===== config.mk =====
export PLATFORM = sky130hd
export DESIGN_NAME = wepp_queue
export DESIGN_NICKNAME = d
export VERILOG_FILES = /design/src/hw/rtl/wepp_pkg.sv /design/src/hw/rtl/wepp_queue.sv
export SDC_FILE = /design/constraint.sdc
export NUM_CORES = 1
export LEC_CHECK = 0
export BUFFER_PORTS_ARGS = -buffer_cell sky130_fd_sc_hd__buf_2
export CAP_MARGIN = 20
export CELL_PAD_IN_SITES_DETAIL_PLACEMENT = 2
export CELL_PAD_IN_SITES_GLOBAL_PLACEMENT = 2
export CORE_MARGIN = 2
export CORE_UTILIZATION = 36
export CTS_CLUSTER_DIAMETER = 120
export DETAILED_ROUTE_END_ITERATION = 10
export PLACE_DENSITY = 0.77
export SLEW_MARGIN = 25
export SYNTH_ARGS = -nofsm -noshare
export SYNTH_HDL_FRONTEND = slang
export SYNTH_SLANG_ARGS = --single-unit
export TNS_END_PERCENT = 5

===== constraint.sdc =====
create_clock -name i_clk -period 4.45 [get_ports i_clk]
set_input_delay 0.89 -clock i_clk [delete_from_list [all_inputs] [get_ports i_clk]]
set_output_delay 0.89 -clock i_clk [all_outputs]
set_load 0.005 [all_outputs]

===== src/hw/rtl/wepp_pkg.sv =====
// ----------------------------------------------------------------------------
// Wall edge projector package
// Shared types and constants of the wall edge perspective projector.
// ----------------------------------------------------------------------------
package wepp_pkg;

    localparam int TRIG_W   = 16;
    localparam int FOV_W    = 16;
    localparam int CTR_W    = 12;
    localparam int OUT_W    = 16;
    localparam int QBITS    = 17;
    localparam int DIV_LAT  = QBITS + 1;
    localparam int QDEPTH   = 4;
    localparam int REG_AW   = 3;
    localparam int PADDR_W  = 5;
    localparam int PDATA_W  = 32;

    localparam logic signed [TRIG_W-1:0] COS_RESET  = 16'sd16384;
    localparam logic signed [TRIG_W-1:0] SIN_RESET  = 16'sd0;
    localparam logic [FOV_W-1:0]         FOV_RESET  = 16'd39114;
    localparam logic [CTR_W-1:0]         HW_RESET   = 12'd480;
    localparam logic [CTR_W-1:0]         HH_RESET   = 12'd270;
    localparam int                       EYE_RESET  = 512;

    typedef enum logic [REG_AW-1:0] {
        REG_PLAYER_X   = 3'd0,
        REG_PLAYER_Y   = 3'd1,
        REG_COS_ANGLE  = 3'd2,
        REG_SIN_ANGLE  = 3'd3,
        REG_EYE_HEIGHT = 3'd4,
        REG_FOV_SCALE  = 3'd5,
        REG_HALF_WIDTH = 3'd6,
        REG_HALF_HEIGHT = 3'd7
    } t_reg_idx;

    typedef struct packed {
        logic signed [TRIG_W-1:0] cos_angle;
        logic signed [TRIG_W-1:0] sin_angle;
        logic [FOV_W-1:0]         fov_scale;
        logic [CTR_W-1:0]         half_width;
        logic [CTR_W-1:0]         half_height;
    } t_view_cfg;

endpackage


===== src/hw/rtl/wepp_queue.sv =====
// ----------------------------------------------------------------------------
// Edge queue
// Small first-in first-out buffer between the front end and the back end.
// ----------------------------------------------------------------------------
module wepp_queue
    import wepp_pkg::*;
#(
    parameter int WIDTH = 8
) (
    input  logic             i_clk,
    input  logic             i_rst_n,
    input  logic             i_push,
    input  logic [WIDTH-1:0] i_data,
    output logic             o_valid,
    output logic [WIDTH-1:0] o_data,
    output logic             o_almost_full
);

    localparam int AW = $clog2(QDEPTH);

    logic [WIDTH-1:0] r_mem [0:QDEPTH-1];
    logic [AW-1:0]    r_wr, r_rd;
    logic [AW:0]      r_count;
    logic             w_pop;

    assign w_pop = r_count != '0;

    always_ff @(posedge i_clk) begin
        if (!i_rst_n) begin
            r_wr    <= '0;
            r_rd    <= '0;
            r_count <= '0;
        end else begin
            if (i_push) begin
                r_wr <= r_wr + AW'(1);
            end
            if (w_pop) begin
                r_rd <= r_rd + AW'(1);
            end
            r_count <= r_count + (AW+1)'(i_push) - (AW+1)'(w_pop);
        end
    end

    always_ff @(posedge i_clk) begin
        if (i_push) begin
            r_mem[r_wr] <= i_data;
        end
    end

    assign o_valid       = w_pop;
    assign o_data        = r_mem[r_rd];
    assign o_almost_full = r_count >= (AW+1)'(QDEPTH - 2);

endmodule


==> run metrics <==
CP arrival 1.71 ns; Final HPWL DP 2.02 mm; cell with the most instances after synthesis edfxtp_1; Seq/Total Area, Yosys 0.709; HP Start r_rd[1]; Starting Density 0.372; setup violators final 0; R2R Setup Slk 2.60 ns; via/cell ratio 4.85; CP endpoint kind output port; Fin Clk Skew 0.00282 ns; Min-Delay Path Class reg -> reg; Cells after Synth 87; EDFF count, synth 32; Root Buffer clkbuf_8; # resized after CTS 0; first-pass GRT wire length 4.95 mm; final setup TNS 0 ns; Max Buffers Root-to-Sink 2; pre-CTS setup slack 2.11 ns; worst path cell trace mux4_2 > buf_2; RSZ-0062 raised after global routing false; top_reg_cell synth edfxtp_1; drt pass-1 iters 4; Routed Antenna Nets 0; GRT Residual Overflow 0; Logic pwr share 0.226; Max-Cap Viols 0; top cells by count, synth edfxtp_1 (32), dfxtp_1 (9), mux4_2 (8); internal power 0.000830 W; post-synth top area cell edfxtp_1; cell row count 24; share of total power in the clock network 0.315; I/O pins 21; Die W 70.9 microns; Period minus WS final 2.60 ns; FF-to-FF Start r_count[1]; Residual DRC 0; capturing point of the worst reg2reg path r_count[2]; gr usage total 0.137; CTS tree built; cells taking the most area after synthesis edfxtp_1 (60%), dfxtp_1 (11%), mux4_2 (11%); Post-CTS Setup Bufs 0; CTS Buf Count 5; Worst Reg-to-Reg Cells 9; fin nets 131; die height 70.9 microns; Distinct cells, synth 18; diode count 0; Port Buffer Count 20; area grow syn2layout 17.9%; VDD IR max 0.000210 V; Reg power frac 0.458; Hold EP r_rd[1]; Yosys warning count 0; worst-path maximum fanout 8; drt initial violations 103; cts hold-fix bufs 0; clock slew at reported path FFs 0.08 ns; flops & latches, synth 41; Slew Limit Fails 0; Worst Tran Pin Value 0.575 ns; initial antenna violation count 0; Synth top area share 0.597; worst stage delay on the critical path 0.69 ns; # fillers 411; routability-driven placement congestion ratio 0.651; Pwr Total 0.00112 W; power per cell area 589 nW/um^2; final core occ 0.439; PnR worst setup slack 1.85 ns; via count 801; Max-Slew Margin vs Limit 0.616; static leakage 0.712 nW; Startpoint Class flip-flop; Syn Area/Cell 18.5 sq um; Std-Cell Core Area 4320 sq um; DR WL/cell 18.1 microns; largest net degree at the start of global routing 14; ys async rst share 0; run status complete, no violations; CP Data Required Time 3.56 ns; die area 5020 sq um; switching pwr 0.000287 W; clk_lat worst skew 0.29 ns; post-synthesis cell area 1610 sq um; Hold Path Stages 2; final hold vios 0; Max stage delay cell, worst path dfxtp_1; max frequency 385 MHz; Post-Syn Nets 106; share of cells above drive strength 1 0.319; final WL 2.99 mm; switching share of total power 0.257; vias in the first global route 943; clock sinks 41; Final period util 0.583; H-tree Lvls 2; Setup CP Type reg -> out
[critical path, delay by kind of cell (launching register included)]
| family | cells | cell delay, ns |
|---|---|---|
| buffers and inverters | 1 | 0.14 |
| DFF | 1 | 0.69 |
| muxes | 1 | 0.58 |
[registers in the layout (all words and copies together), names as in the netlist, named ones only]
name	flops
r_count	3
r_wr	2
r_rd	2
r_mem	32
[area by class of cell]
class	instances	area [sq um]	share of cell area
Sequential cell	41	1140	0.601
Multi-Input combinational cell	37	432	0.227
Timing Repair Buffer	20	100	0.0527
Clock buffer	5	68.8	0.0363
Clock inverter	3	65.1	0.0343
Tap cell	52	65.1	0.0343
Inverter	7	26.3	0.0138
[layout by cell type, fill, tap and decap left out]
cell | netlist | final
edfxtp_1 | 32 | 32
buf_2 | 0 | 20
dfxtp_1 | 9 | 9
mux4_2 | 8 | 8
inv_1 | 7 | 7
and2_1 | 7 | 7
ha_1 | 7 | 7
clkbuf_8 | 0 | 5
o31ai_1 | 2 | 2
nor2b_1 | 2 | 2
xor2_1 | 2 | 2
and3_1 | 2 | 2
mux2i_1 | 2 | 2
bufinv_16 | 0 | 2
nand3_1 | 1 | 1
or4_1 | 1 | 1
nand2b_1 | 1 | 1
nand2_1 | 1 | 1
fa_1 | 1 | 1
clkinv_2 | 0 | 1
[routing by layer]
metal / global-route usage / up-vias / wire length [microns]
li1: - / 375 / -
met1: 0.155 / 397 / 1230
met2: 0.235 / 24 / 1530
met3: 0.0556 / 5 / 188
met4: 0.0503 / 0 / 42
met5: 0 / - / 0
[metrics by stage]
step | area, sq um | std cells | hold WS, ns
floorplan | 1610 | 87 | 0.449
global placement | 1760 | 157 | 0.461
detailed placement | 1760 | 157 | 0.487
CTS | 1900 | 165 | 0.502
global route | 1900 | 165 | 0.542
finish | 1900 | 165 | 0.499
[kinds of logic after synthesis]
kind of cell | after synthesis | synth area share
flip-flops | 41 | 0.709
buffers and inverters | 9 | 0.0233
multiplexers | 10 | 0.124
adder cells (fa/ha/maj) | 8 | 0.0668
AO/OA/AOI/OAI | 2 | 0.00932
XOR/XNOR | 2 | 0.0109
AND/OR/NAND/NOR | 15 | 0.0567
[worst max path at each step]
stage	start	end	slack (ns)	cells past startpoint
after global routing	flip-flop	o_data[0]	1.70	2
final	flip-flop	o_data[4]	1.85	2
after detailed placement	flip-flop	o_data[4]	2.11	2
after floorplan	flip-flop	o_data[0]	2.58	2
after global placement	flip-flop	o_data[2]	2.16	2
after CTS	flip-flop	o_data[4]	1.78	2
[power groups by stage]
stage | logic (W) | clock network [W] | registers, W
floorplan | 0.000206 | 0 | 0.000482
global placement | 0.000244 | 0 | 0.000519
detailed placement | 0.000260 | 0 | 0.000525
CTS | 0.000263 | 0.000363 | 0.000516
global route | 0.000293 | 0.000376 | 0.000525
finish | 0.000253 | 0.000352 | 0.000512
No activity file was read; power rests on OpenSTA's default activity.
